### config.mk
export PLATFORM = sky130hd
export DESIGN_NAME = imu_complementary_tilt_filter
export DESIGN_NICKNAME = d
export VERILOG_FILES = /design/src/imu_ctf_pkg.sv /design/src/imu_complementary_tilt_filter.sv
export VERILOG_INCLUDE_DIRS = /design/src /design/src/src
export SDC_FILE = /design/constraint.sdc
export NUM_CORES = 2
export LEC_CHECK = 0
export CORE_ASPECT_RATIO = 1.1
export CORE_MARGIN = 2
export CORE_UTILIZATION = 40
export CTS_BUF_LIST = sky130_fd_sc_hd__clkbuf_16
export DETAILED_ROUTE_END_ITERATION = 8
export DONT_BUFFER_PORTS = 1
export PLACE_DENSITY = 0.54
export SETUP_SLACK_MARGIN = 0.1
export SLEW_MARGIN = 0
export SYNTH_ARGS = -nofsm -noshare
export SYNTH_HDL_FRONTEND = slang
export SYNTH_SLANG_ARGS = --single-unit
### constraint.sdc
create_clock -name clock -period 25.1 [get_ports clock]
set_clock_uncertainty 0.1 [all_clocks]
set_input_delay 2.51 -clock clock [delete_from_list [all_inputs] [get_ports clock]]
set_output_delay 2.51 -clock clock [all_outputs]
set_load 0.02 [all_outputs]
### src/assert_macros.svh
// Assertion macros shared by the RTL in this folder.
// No dependencies; the asserting module must have a port named clock and one named reset.
`ifndef ASSERT_MACROS_SVH
`define ASSERT_MACROS_SVH

// Concurrent check sampled on the rising clock edge, off while reset is high.
`define ASSERT_CLK(label, prop, msg) \
   label: assert property (@(posedge clock) disable iff (reset) (prop)) else $error(msg);

// Expression must never be true outside reset.
`define ASSERT_NEVER(label, expr, msg) \
   `ASSERT_CLK(label, !(expr), msg)

`endif

### src/imu_ctf_pkg.sv
// Package for the IMU complementary tilt filter: payload types, widths, constants.
// Holds the CORDIC arctangent table; no dependencies.
`default_nettype none

package imu_ctf_pkg;

   localparam int CORDIC_STEPS = 24;
   localparam int CORDIC_ITERS = (CORDIC_STEPS < 32) ? CORDIC_STEPS : 32;
   localparam int IDX_W        = 5;    // index into the 32-entry arctangent table
   localparam int CNT_W        = 6;    // sequencer counter, longest pass is 48 bits
   localparam int TIME_W       = 48;
   localparam int RATE_W       = 32;
   localparam int PROD_W       = RATE_W + TIME_W;
   localparam int CD_W         = 52;   // CORDIC x/y
   localparam int ZQ_W         = 34;   // CORDIC angle, Q2.30 plus headroom
   localparam int INV_W        = 32;
   localparam int GAIN_W       = CD_W + INV_W;
   localparam int BLEND_W      = 17;
   localparam int BACC_W       = 52;
   localparam int ACC_Q24_W    = ZQ_W - 6;

   localparam logic signed [ZQ_W-1:0]   HALF_PI_Q30 = 34'sd1686629713;
   localparam logic signed [31:0]       PI_Q24      = 32'sd52707179;
   localparam logic [INV_W-1:0]         INV_GAIN    = 32'h9B74_EDA8;
   localparam logic [BLEND_W-1:0]       ALPHA_ONE   = 17'd65536;
   localparam logic [BLEND_W-1:0]       ALPHA_RESET = 17'd64225;
   localparam logic [46:0]              DELTA_CAP   = 47'h4000_0000_0000;

   typedef struct packed {
      logic signed [31:0] gyro_rate_x;
      logic signed [31:0] gyro_rate_y;
      logic signed [31:0] gyro_rate_z;
      logic signed [31:0] accel_x;
      logic signed [31:0] accel_y;
      logic signed [31:0] accel_z;
      logic [TIME_W-1:0]  sample_time;
   } req_item_type;

   typedef struct packed {
      logic signed [31:0] angle_x;
      logic signed [31:0] angle_y;
      logic signed [31:0] angle_z;
      logic               saturated;
   } rsp_item_type;

   // atan(2^-i) in Q2.30
   function automatic logic signed [ZQ_W-1:0] atan_q30(input logic [IDX_W-1:0] i);
      logic signed [ZQ_W-1:0] v;
      case (i)
         5'd0:    v = 34'sh0_3243_F6A8;
         5'd1:    v = 34'sh0_1DAC_6705;
         5'd2:    v = 34'sh0_0FAD_BAFC;
         5'd3:    v = 34'sh0_07F5_6EA6;
         5'd4:    v = 34'sh0_03FE_AB76;
         5'd5:    v = 34'sh0_01FF_D55B;
         5'd6:    v = 34'sh0_00FF_FAAA;
         5'd7:    v = 34'sh0_007F_FF55;
         5'd8:    v = 34'sh0_003F_FFEA;
         5'd9:    v = 34'sh0_001F_FFFD;
         5'd10:   v = 34'sh0_000F_FFFF;
         5'd11:   v = 34'sh0_0007_FFFF;
         5'd12:   v = 34'sh0_0003_FFFF;
         5'd13:   v = 34'sh0_0001_FFFF;
         5'd14:   v = 34'sh0_0000_FFFF;
         5'd15:   v = 34'sh0_0000_7FFF;
         5'd16:   v = 34'sh0_0000_3FFF;
         5'd17:   v = 34'sh0_0000_1FFF;
         5'd18:   v = 34'sh0_0000_0FFF;
         5'd19:   v = 34'sh0_0000_07FF;
         5'd20:   v = 34'sh0_0000_03FF;
         5'd21:   v = 34'sh0_0000_01FF;
         5'd22:   v = 34'sh0_0000_00FF;
         5'd23:   v = 34'sh0_0000_007F;
         5'd24:   v = 34'sh0_0000_003F;
         5'd25:   v = 34'sh0_0000_001F;
         5'd26:   v = 34'sh0_0000_000F;
         5'd27:   v = 34'sh0_0000_0008;
         5'd28:   v = 34'sh0_0000_0004;
         5'd29:   v = 34'sh0_0000_0002;
         5'd30:   v = 34'sh0_0000_0001;
         default: v = '0;
      endcase
      return v;
   endfunction

endpackage

`default_nettype wire

### src/imu_complementary_tilt_filter.sv
// Top level of the IMU complementary tilt filter: sequencer and bit-serial datapath.
// Depends on imu_ctf_pkg and assert_macros.svh.
`default_nettype none

// One request transfer carries one IMU sample; exactly one response transfer follows with
// the three Q8.24 angles and a saturation flag. The block works on one sample at a time:
// req_stall is high from the accepting edge until the result is loaded into the response
// register, and the next sample can be taken while that result still waits on rsp_stall.
// After the first, a sample passes through the bit-serial rate-by-time-step multiply
// (all three axes side by side, one time-step bit per cycle), the delta add and
// saturation, two 24-iteration CORDIC vectoring passes on one shared shift-add stage
// with a serial multiply by the CORDIC reciprocal gain between them, a serial blend
// multiply over the bits of alpha and the response load. The very first sample skips
// the gyro multiply and the blend. blend_weight is written through csr_wr_en/csr_wr_data
// by the user, who must do so only while the block is idle; the block does not enforce
// it. Values above 65536 act as 65536. There is no memory and no clearing pass after reset.

module imu_complementary_tilt_filter (
   input  logic                              clock,
   input  logic                              reset,
   input  logic                              req_valid,
   output logic                              req_stall,
   input  imu_ctf_pkg::req_item_type         req_data,
   output logic                              rsp_valid,
   input  logic                              rsp_stall,
   output imu_ctf_pkg::rsp_item_type         rsp_data,
   input  logic                              csr_wr_en,
   input  logic [imu_ctf_pkg::BLEND_W-1:0]   csr_wr_data
);
   import imu_ctf_pkg::*;

   typedef enum logic [7:0] {
      ST_IDLE   = 8'b0000_0001,
      ST_GYRO   = 8'b0000_0010,   // serial rate * dt
      ST_GAPPLY = 8'b0000_0100,   // add deltas, saturate, load first CORDIC pass
      ST_COR1   = 8'b0000_1000,   // atan2(ay, az)
      ST_GAIN   = 8'b0001_0000,   // radius * 1/K
      ST_COR2   = 8'b0010_0000,   // atan2(ax, radius)
      ST_BLEND  = 8'b0100_0000,
      ST_OUT    = 8'b1000_0000
   } state_type;

   localparam logic signed [48:0] SAT_HI = 49'sd2147483647;
   localparam logic signed [48:0] SAT_LO = -49'sd2147483648;

   // control
   state_type                  state_ff, state_in;
   logic [CNT_W-1:0]           cnt_ff, cnt_in;
   logic                       started_ff, started_in;
   logic [BLEND_W-1:0]         blend_weight_ff, blend_weight_in;
   logic                       rsp_valid_ff, rsp_valid_in;
   logic [TIME_W-1:0]          last_time_ff, last_time_in;

   // payload
   req_item_type               item_ff, item_in;
   rsp_item_type               rsp_data_ff, rsp_data_in;
   logic signed [31:0]         ang_x_ff, ang_x_in, ang_y_ff, ang_y_in, ang_z_ff, ang_z_in;
   logic                       clip_ff, clip_in;
   logic [TIME_W-1:0]          dt_sh_ff, dt_sh_in;
   logic                       dt_neg_ff, dt_neg_in;
   logic [PROD_W-1:0]          prod_x_ff, prod_x_in, prod_y_ff, prod_y_in;
   logic [PROD_W-1:0]          prod_z_ff, prod_z_in;
   logic signed [CD_W-1:0]     cx_ff, cx_in, cy_ff, cy_in;
   logic signed [ZQ_W-1:0]     cz_ff, cz_in;
   logic                       zero_ff, zero_in;
   logic signed [ZQ_W-1:0]     z1_ff, z1_in, xq_ff, xq_in;
   logic [CD_W-1:0]            mag_ff, mag_in;
   logic [GAIN_W-1:0]          gain_ff, gain_in;
   logic [INV_W-1:0]           inv_sh_ff, inv_sh_in;
   logic [BLEND_W-1:0]         alpha_sh_ff, alpha_sh_in;
   logic signed [BACC_W-1:0]   bx_ff, bx_in, bz_ff, bz_in;

   // combinational
   logic                       req_xfer;
   logic [TIME_W-1:0]          du;
   logic [PROD_W-1:0]          prod_x_nx, prod_y_nx, prod_z_nx;
   logic signed [47:0]         dlt_x, dlt_y, dlt_z;
   logic [32:0]                sat_x, sat_y, sat_z;
   logic [IDX_W-1:0]           idx;
   logic signed [CD_W-1:0]     dx, dy, cx_nx, cy_nx;
   logic signed [ZQ_W-1:0]     cz_nx, zres;
   logic signed [CD_W-1:0]     pv_x, pv_y, pre_x, pre_y;
   logic signed [ZQ_W-1:0]     pre_z;
   logic                       pre_zero;
   logic [GAIN_W-1:0]          gain_nx;
   logic signed [ACC_Q24_W-1:0] acc_x, acc_z;
   logic signed [32:0]         diff_x, diff_z;
   logic signed [BACC_W-1:0]   bx_nx, bz_nx, bsum_x, bsum_z;

   function automatic logic [RATE_W-1:0] abs32(input logic signed [31:0] v);
      return v[31] ? RATE_W'(-v) : RATE_W'(v);
   endfunction

   // round to Q8.24 half up on the magnitude, cap at 2^46, apply sign
   function automatic logic signed [47:0] gyro_delta(input logic [PROD_W-1:0] p,
                                                     input logic neg);
      logic [PROD_W-1:0] rnd;
      logic [46:0]       q;
      rnd = p + PROD_W'(2048);
      if (rnd[PROD_W-1:12] > (PROD_W-12)'(DELTA_CAP)) q = DELTA_CAP;
      else q = rnd[58:12];
      return neg ? -$signed({1'b0, q}) : $signed({1'b0, q});
   endfunction

   // {clip, value}
   function automatic logic [32:0] sat32(input logic signed [48:0] v);
      if (v > SAT_HI) return {1'b1, 32'h7FFF_FFFF};
      if (v < SAT_LO) return {1'b1, 32'h8000_0000};
      return {1'b0, v[31:0]};
   endfunction

   // Q2.30 -> Q8.24, round by +32 then floor shift
   function automatic logic signed [ACC_Q24_W-1:0] q30_to_q24(input logic signed [ZQ_W-1:0] v);
      logic signed [ZQ_W-1:0] s;
      s = v + ZQ_W'(32);
      return s[ZQ_W-1:6];
   endfunction

   function automatic logic signed [CD_W-1:0] scale_in(input logic signed [31:0] v);
      return $signed({{(CD_W-48){v[31]}}, v, 16'd0});
   endfunction

   assign req_xfer  = req_valid && (state_ff == ST_IDLE);
   assign req_stall = (state_ff != ST_IDLE);
   assign rsp_valid = rsp_valid_ff;
   assign rsp_data  = rsp_data_ff;

   // gyro: one time-step bit per cycle, MSB first, three axes in parallel
   assign du = req_data.sample_time - last_time_ff;
   assign prod_x_nx = (prod_x_ff << 1)
                    + (dt_sh_ff[TIME_W-1] ? PROD_W'(abs32(item_ff.gyro_rate_x)) : '0);
   assign prod_y_nx = (prod_y_ff << 1)
                    + (dt_sh_ff[TIME_W-1] ? PROD_W'(abs32(item_ff.gyro_rate_y)) : '0);
   assign prod_z_nx = (prod_z_ff << 1)
                    + (dt_sh_ff[TIME_W-1] ? PROD_W'(abs32(item_ff.gyro_rate_z)) : '0);

   assign dlt_x = gyro_delta(prod_x_ff, item_ff.gyro_rate_x[31] ^ dt_neg_ff);
   assign dlt_y = gyro_delta(prod_y_ff, item_ff.gyro_rate_y[31] ^ dt_neg_ff);
   assign dlt_z = gyro_delta(prod_z_ff, item_ff.gyro_rate_z[31] ^ dt_neg_ff);

   // angle x takes -gz, y takes -gy, z takes +gx
   assign sat_x = sat32($signed({{17{ang_x_ff[31]}}, ang_x_ff}) - $signed({dlt_z[47], dlt_z}));
   assign sat_y = sat32($signed({{17{ang_y_ff[31]}}, ang_y_ff}) - $signed({dlt_y[47], dlt_y}));
   assign sat_z = sat32($signed({{17{ang_z_ff[31]}}, ang_z_ff}) + $signed({dlt_x[47], dlt_x}));

   // one CORDIC vectoring micro-rotation per cycle
   assign idx = cnt_ff[IDX_W-1:0];
   assign dx  = cy_ff >>> idx;
   assign dy  = cx_ff >>> idx;
   always_comb begin
      if (!cy_ff[CD_W-1] && (cy_ff != '0)) begin
         cx_nx = cx_ff + dx;
         cy_nx = cy_ff - dy;
         cz_nx = cz_ff + atan_q30(idx);
      end else begin
         cx_nx = cx_ff - dx;
         cy_nx = cy_ff + dy;
         cz_nx = cz_ff - atan_q30(idx);
      end
   end
   assign zres = zero_ff ? '0 : cz_nx;

   // radius times reciprocal gain, one constant bit per cycle
   assign gain_nx = (gain_ff << 1) + (inv_sh_ff[INV_W-1] ? GAIN_W'(mag_ff) : '0);

   // vector source and left-half-plane pre-rotation
   always_comb begin
      if (state_ff == ST_GAPPLY) begin
         pv_x = scale_in(item_ff.accel_z);
         pv_y = scale_in(item_ff.accel_y);
      end else begin
         pv_x = $signed(gain_nx[GAIN_W-1:INV_W]);
         pv_y = scale_in(item_ff.accel_x);
      end
      pre_zero = (pv_x == '0) && (pv_y == '0);
      if (pv_x[CD_W-1]) begin
         if (!pv_y[CD_W-1]) begin
            pre_x = pv_y;
            pre_y = -pv_x;
            pre_z = HALF_PI_Q30;
         end else begin
            pre_x = -pv_y;
            pre_y = pv_x;
            pre_z = -HALF_PI_Q30;
         end
      end else begin
         pre_x = pv_x;
         pre_y = pv_y;
         pre_z = '0;
      end
   end

   // blend: alpha*(old - acc) serially over alpha, plus acc*65536, round, >>16
   assign acc_z  = q30_to_q24(z1_ff);
   assign acc_x  = q30_to_q24((state_ff == ST_COR2) ? zres : xq_ff);
   assign diff_x = $signed({ang_x_ff[31], ang_x_ff}) - $signed({{5{acc_x[ACC_Q24_W-1]}}, acc_x});
   assign diff_z = $signed({ang_z_ff[31], ang_z_ff}) - $signed({{5{acc_z[ACC_Q24_W-1]}}, acc_z});
   assign bx_nx  = (bx_ff <<< 1) + (alpha_sh_ff[BLEND_W-1] ?
                   $signed({{(BACC_W-33){diff_x[32]}}, diff_x}) : BACC_W'(0));
   assign bz_nx  = (bz_ff <<< 1) + (alpha_sh_ff[BLEND_W-1] ?
                   $signed({{(BACC_W-33){diff_z[32]}}, diff_z}) : BACC_W'(0));
   assign bsum_x = bx_nx + ($signed({{(BACC_W-ACC_Q24_W){acc_x[ACC_Q24_W-1]}}, acc_x}) <<< 16)
                 + BACC_W'(32768);
   assign bsum_z = bz_nx + ($signed({{(BACC_W-ACC_Q24_W){acc_z[ACC_Q24_W-1]}}, acc_z}) <<< 16)
                 + BACC_W'(32768);

   // sequencer
   always_comb begin
      state_in        = state_ff;
      cnt_in          = cnt_ff;
      started_in      = started_ff;
      blend_weight_in = csr_wr_en ? csr_wr_data : blend_weight_ff;
      rsp_valid_in    = rsp_valid_ff && rsp_stall;
      last_time_in    = last_time_ff;
      item_in         = item_ff;
      rsp_data_in     = rsp_data_ff;
      ang_x_in        = ang_x_ff;
      ang_y_in        = ang_y_ff;
      ang_z_in        = ang_z_ff;
      clip_in         = clip_ff;
      dt_sh_in        = dt_sh_ff;
      dt_neg_in       = dt_neg_ff;
      prod_x_in       = prod_x_ff;
      prod_y_in       = prod_y_ff;
      prod_z_in       = prod_z_ff;
      cx_in           = cx_ff;
      cy_in           = cy_ff;
      cz_in           = cz_ff;
      zero_in         = zero_ff;
      z1_in           = z1_ff;
      xq_in           = xq_ff;
      mag_in          = mag_ff;
      gain_in         = gain_ff;
      inv_sh_in       = inv_sh_ff;
      alpha_sh_in     = alpha_sh_ff;
      bx_in           = bx_ff;
      bz_in           = bz_ff;

      case (state_ff)
         ST_IDLE: begin
            if (req_xfer) begin
               item_in      = req_data;
               last_time_in = req_data.sample_time;
               dt_neg_in    = du[TIME_W-1];
               dt_sh_in     = du[TIME_W-1] ? -du : du;
               prod_x_in    = '0;
               prod_y_in    = '0;
               prod_z_in    = '0;
               clip_in      = 1'b0;
               cnt_in       = '0;
               // first sample only records its timestamp on the gyro side
               state_in     = started_ff ? ST_GYRO : ST_GAPPLY;
            end
         end
         ST_GYRO: begin
            prod_x_in = prod_x_nx;
            prod_y_in = prod_y_nx;
            prod_z_in = prod_z_nx;
            dt_sh_in  = dt_sh_ff << 1;
            cnt_in    = cnt_ff + 1'b1;
            if (cnt_ff == CNT_W'(TIME_W - 1)) state_in = ST_GAPPLY;
         end
         ST_GAPPLY: begin
            if (started_ff) begin
               ang_x_in = $signed(sat_x[31:0]);
               ang_y_in = $signed(sat_y[31:0]);
               ang_z_in = $signed(sat_z[31:0]);
               clip_in  = sat_x[32] | sat_y[32] | sat_z[32];
            end
            cx_in    = pre_x;
            cy_in    = pre_y;
            cz_in    = pre_z;
            zero_in  = pre_zero;
            cnt_in   = '0;
            state_in = ST_COR1;
         end
         ST_COR1: begin
            cx_in  = cx_nx;
            cy_in  = cy_nx;
            cz_in  = cz_nx;
            cnt_in = cnt_ff + 1'b1;
            if (cnt_ff == CNT_W'(CORDIC_ITERS - 1)) begin
               z1_in     = zres;
               // a zero vector has zero radius; a negative radius reads as zero
               mag_in    = (zero_ff || cx_nx[CD_W-1]) ? '0 : CD_W'(cx_nx);
               gain_in   = '0;
               inv_sh_in = INV_GAIN;
               cnt_in    = '0;
               state_in  = ST_GAIN;
            end
         end
         ST_GAIN: begin
            gain_in   = gain_nx;
            inv_sh_in = inv_sh_ff << 1;
            cnt_in    = cnt_ff + 1'b1;
            if (cnt_ff == CNT_W'(INV_W - 1)) begin
               cx_in    = pre_x;
               cy_in    = pre_y;
               cz_in    = pre_z;
               zero_in  = pre_zero;
               cnt_in   = '0;
               state_in = ST_COR2;
            end
         end
         ST_COR2: begin
            cx_in  = cx_nx;
            cy_in  = cy_nx;
            cz_in  = cz_nx;
            cnt_in = cnt_ff + 1'b1;
            if (cnt_ff == CNT_W'(CORDIC_ITERS - 1)) begin
               xq_in  = zres;
               cnt_in = '0;
               if (!started_ff) begin
                  // first accel sample sets the attitude outright
                  ang_x_in = 32'(acc_x);
                  ang_z_in = 32'(acc_z);
                  ang_y_in = PI_Q24;
                  state_in = ST_OUT;
               end else begin
                  alpha_sh_in = (blend_weight_ff > ALPHA_ONE) ? ALPHA_ONE : blend_weight_ff;
                  bx_in       = '0;
                  bz_in       = '0;
                  state_in    = ST_BLEND;
               end
            end
         end
         ST_BLEND: begin
            bx_in       = bx_nx;
            bz_in       = bz_nx;
            alpha_sh_in = alpha_sh_ff << 1;
            cnt_in      = cnt_ff + 1'b1;
            if (cnt_ff == CNT_W'(BLEND_W - 1)) begin
               ang_x_in = $signed(bsum_x[47:16]);
               ang_z_in = $signed(bsum_z[47:16]);
               state_in = ST_OUT;
            end
         end
         ST_OUT: begin
            // wait for the response register to free up
            if (!rsp_valid_ff || !rsp_stall) begin
               rsp_data_in.angle_x   = ang_x_ff;
               rsp_data_in.angle_y   = ang_y_ff;
               rsp_data_in.angle_z   = ang_z_ff;
               rsp_data_in.saturated = clip_ff;
               rsp_valid_in          = 1'b1;
               started_in            = 1'b1;
               state_in              = ST_IDLE;
            end
         end
         default: state_in = ST_IDLE;
      endcase
   end

   always_ff @(posedge clock) begin
      if (reset) begin
         state_ff        <= ST_IDLE;
         cnt_ff          <= '0;
         started_ff      <= 1'b0;
         blend_weight_ff <= ALPHA_RESET;
         rsp_valid_ff    <= 1'b0;
         last_time_ff    <= '0;
         ang_x_ff        <= '0;
         ang_y_ff        <= '0;
         ang_z_ff        <= '0;
      end else begin
         state_ff        <= state_in;
         cnt_ff          <= cnt_in;
         started_ff      <= started_in;
         blend_weight_ff <= blend_weight_in;
         rsp_valid_ff    <= rsp_valid_in;
         last_time_ff    <= last_time_in;
         ang_x_ff        <= ang_x_in;
         ang_y_ff        <= ang_y_in;
         ang_z_ff        <= ang_z_in;
      end
   end

   always_ff @(posedge clock) begin
      item_ff     <= item_in;
      rsp_data_ff <= rsp_data_in;
      clip_ff     <= clip_in;
      dt_sh_ff    <= dt_sh_in;
      dt_neg_ff   <= dt_neg_in;
      prod_x_ff   <= prod_x_in;
      prod_y_ff   <= prod_y_in;
      prod_z_ff   <= prod_z_in;
      cx_ff       <= cx_in;
      cy_ff       <= cy_in;
      cz_ff       <= cz_in;
      zero_ff     <= zero_in;
      z1_ff       <= z1_in;
      xq_ff       <= xq_in;
      mag_ff      <= mag_in;
      gain_ff     <= gain_in;
      inv_sh_ff   <= inv_sh_in;
      alpha_sh_ff <= alpha_sh_in;
      bx_ff       <= bx_in;
      bz_ff       <= bz_in;
   end

`include "assert_macros.svh"

   `ASSERT_NEVER(a_started_sticky, $fell(started_ff), "started flag cleared outside reset")
   `ASSERT_CLK(a_rsp_from_out, $rose(rsp_valid_ff) |-> $past(state_ff == ST_OUT), "response loaded outside output state")
   `ASSERT_CLK(a_alpha_clamped, (state_ff == ST_BLEND && cnt_ff == '0) |-> (alpha_sh_ff <= ALPHA_ONE), "blend weight above one entered blend")

endmodule

`default_nettype wire

==> impl_metrics.ini <==
[run_status]
outcome = finished, final reports clean

[cts]
cts_setup_buffers = 0
clock_tree.htree_level_count = 4
cts_buffer_depth = 4
clock_sinks = 1258
clk-insertion-delay-late_ns = 0.90
clk_root_buffer_cell = sky130_fd_sc_hd__clkbuf_16
cts_made_buffers = 159
cts.reportedPaths.clkPinSlew_ns = 0.06
ctsHoldBuffers = 0
tritoncts_clock_tree = yes
post_cts.resized_instances = 0

[placed_design]
gp_routability_congestion = 0.975
count_of_buffers_inserted_at_the_top_level_ports = 0
hpwl_um = 310000

[power_and_ir_drop]
power.leakage_nw = 46.8
final_total_pwr_w = 0.00744
power-per-cell-area_mw_per_mm2 = 61.6
worst_ir_drop_vdd_mv = 0.0654

[route]
dr.first_iter.drc_count = 9027
drc = 0
sum_of_routed_wire_length_over_all_layers_um = 399000
route.detailed.vias_per_inst = 6.03
post_route_antenna_net_violation_count = 0
wl_per_cell_um = 24.1
route.vias.total = 99900
detail_route.first_pass.iterations = 6

[cells_and_area]
filler_cell_count = 27500
share_of_layout_cells_above_drive_strength_1 = 0.0592
final_layout_net_count = 13700
synthToLayoutAreaGrowth_pct = 8.22
mostFrequentLayoutCells = sky130_fd_sc_hd__nor2_1, sky130_fd_sc_hd__nand2_1, sky130_fd_sc_hd__edfxtp_1
layout.cells.most_common = sky130_fd_sc_hd__nor2_1

[logic_synthesis]
seq_area_frac_synth = 0.320
synthTopCellsByArea = sky130_fd_sc_hd__edfxtp_1, sky130_fd_sc_hd__ha_1, sky130_fd_sc_hd__xnor2_1, sky130_fd_sc_hd__nor2_1, sky130_fd_sc_hd__a21oi_1
ys_async_sr_fraction = 0
synth.avg_cell_area_um2 = 8.57
library_cell_with_the_largest_summed_area_after_synthesis = sky130_fd_sc_hd__edfxtp_1
netlist_area_mm2 = 0.112
synthesis.instances = 13000
synth.ff_latch_count = 1258
number_of_enable_type_register_cells_in_the_synthesized_netlist = 1051
synth_top_area_frac = 0.283
synth_nets = 14000
yosysUniqueCellTypes = 98
yosys_most_used_dff = sky130_fd_sc_hd__edfxtp_1
yosys_warning_total = 0

[critical_path]
start_kind = register
worstPathRequired_ns = 25.73
crit_path_end_kind = register
crit_fanout = 45
timing.critical_path.arrival_ns = 16.93
crit_path_largest_cell_delay_ns = 0.75
timing.critical_path.slowest_stage_cell = sky130_fd_sc_hd__a2111oi_0
worst-setup-path-type = register to register
critical_path.most_common_cell = sky130_fd_sc_hd__o21ai_0

[timing]
post-route-period-util = 0.650
fin_setup_tns_ns = 0
finalWorstPathRequiredPeriod_ns = 16.30
setup_violations = 0
slew_at_the_pin_with_the_worst_max_slew_slack_ns = 1.20
report.final.hold_viol_count = 0
slew_headroom = 0.193
rsz0062_at_grt = false
final_max_slew_viol_count = 0
maxClockFrequency_ghz = 0.0613

[global_route]
global_routing_usage_on_met2 = 0.440
gr-max-usage-layer = met2
grt_start_max_net_pins = 164
globalRouteMet1Util = 0.358
first_global_vias = 95300
groute.layer.met3.usage = 0.0418
global_route.usage.total = 0.271
grt.overflow.total = 0
global_route_wire_length_before_repair_um = 597000
initial_antenna_violation_count = 54

[min_path]
hold_class = register to register

[flow_run]
drv_cap = 0

[floorplanning]
initial_core_util = 0.402
die_width_um = 508
rows = 203
core_mm2 = 0.278
fp.dieH_um = 558
die_area_mm2 = 0.283
pin_count = 361
==> synth_stat cells (146+ instances only) <==
master and n:
sky130_fd_sc_hd__xor2_1 532, sky130_fd_sc_hd__and2_1 368, sky130_fd_sc_hd__edfxtp_1 1051, sky130_fd_sc_hd__nand4_1 198
sky130_fd_sc_hd__nor2b_1 155, sky130_fd_sc_hd__nand3_1 387, sky130_fd_sc_hd__nand2_1 1200, sky130_fd_sc_hd__nand2b_1 158
sky130_fd_sc_hd__a21o_1 400, sky130_fd_sc_hd__and3_1 199, sky130_fd_sc_hd__nor3_1 322, sky130_fd_sc_hd__a211oi_1 152
sky130_fd_sc_hd__xnor2_1 822, sky130_fd_sc_hd__clkbuf_1 491, sky130_fd_sc_hd__mux2i_1 146, sky130_fd_sc_hd__a31oi_1 159
sky130_fd_sc_hd__dfxtp_1 207, sky130_fd_sc_hd__inv_1 422, sky130_fd_sc_hd__o21ai_0 708, sky130_fd_sc_hd__a21oi_1 972
sky130_fd_sc_hd__ha_1 711, sky130_fd_sc_hd__nor2_1 1402
==> final cells by class <==
type,count,area (um2),area share
clock buffers,162,4050,0.0336
flip-flops and latches,1258,35700,0.296
diodes,15,37.5,0.000311
well taps,3690,4620,0.0382
clock inverters,127,1460,0.0121
inverters,428,1620,0.0134
multi-input cells,10800,72300,0.598
repair buffers,129,1010,0.00833
==> power breakdown <==
| part | switching, W | internal (W) |
|---|---|---|
| Sequential | 0.000209 | 0.00252 |
| Clock | 0.00100 | 0.00147 |
| Combinational | 0.00141 | 0.000822 |
==> worst max-delay path: cells and delay by family (launching register included) <==
kind                       cells  cell delay [ns]
AOI/OAI and AO/OA             28             8.37
and+or+nand+nor               17             4.25
xor gates and xnor gates       6             1.19
adders and majority gates      4             1.16
buffers and inverters          2             0.54
DFF                            1             0.48
==> flip-flops by register name, summed over array words and instances, names as in the netlist, 8 cells and up, named ones only <==
register         count
xq_ff               29
prod_z_ff           80
bz_ff               47
rsp_data            97
inv_sh_ff           29
blend_weight_ff     17
cz_ff               34
z1_ff               29
cx_ff               52
item_ff            192
dt_sh_ff            48
bx_ff               47
ang_z_ff            32
ang_y_ff            32
prod_y_ff           80
alpha_sh_ff         17
gain_ff             83
last_time_ff        48
mag_ff              52
prod_x_ff           80
state_ff             8
cy_ff               52
ang_x_ff            32
==> layer usage <==
layer | wire, um | vias to the layer above | share of wire
met4 | 18300 | 50 | 0.046
li1 | - | 47300 | -
met5 | 336 | - | 0.00084
met1 | 172000 | 48400 | 0.43
met2 | 182000 | 3494 | 0.46
met3 | 26100 | 690 | 0.065
==> final timing paths <==
check | start | endpoint | slack (ns) | cells after the start
worst max-delay path | cy_ff[1] | ang_x_ff[31] | 8.80 | 57
worst min-delay path | last_time_ff[34] | last_time_ff[34] | 0.35 | 2
worst max register to register | cy_ff[1] | ang_x_ff[31] | 8.80 | 57
worst min register to register | last_time_ff[34] | last_time_ff[34] | 0.35 | 2
==> metrics by stage <==
step / setup WS (ns) / instances / instance area, um2 / util / hold WS [ns]
2_1_floorplan: 12.67 / 13000 / 112000 / - / 0.300
3_3_place_gp: 9.54 / 16300 / 115000 / 0.415 / 0.342
3_5_place_dp: 9.34 / 16300 / 115000 / 0.415 / 0.346
4_1_cts: 9.27 / 16500 / 121000 / 0.435 / 0.354
5_1_grt: 8.05 / 16500 / 121000 / 0.435 / 0.372
6_report: 8.80 / 16600 / 121000 / 0.435 / 0.351
==> logic make-up after synthesis <==
family | count (synthesis) | synth area share
simple gates | 4909 | 0.213
compound gates | 3407 | 0.195
xor+xnor | 1355 | 0.106
flops | 1258 | 0.320
buf+inv | 1011 | 0.0347
fa+ha+maj | 728 | 0.0827
mux | 351 | 0.0481
other cells | 1 | 0.0000336
No activity file was read; power rests on OpenSTA's default activity.
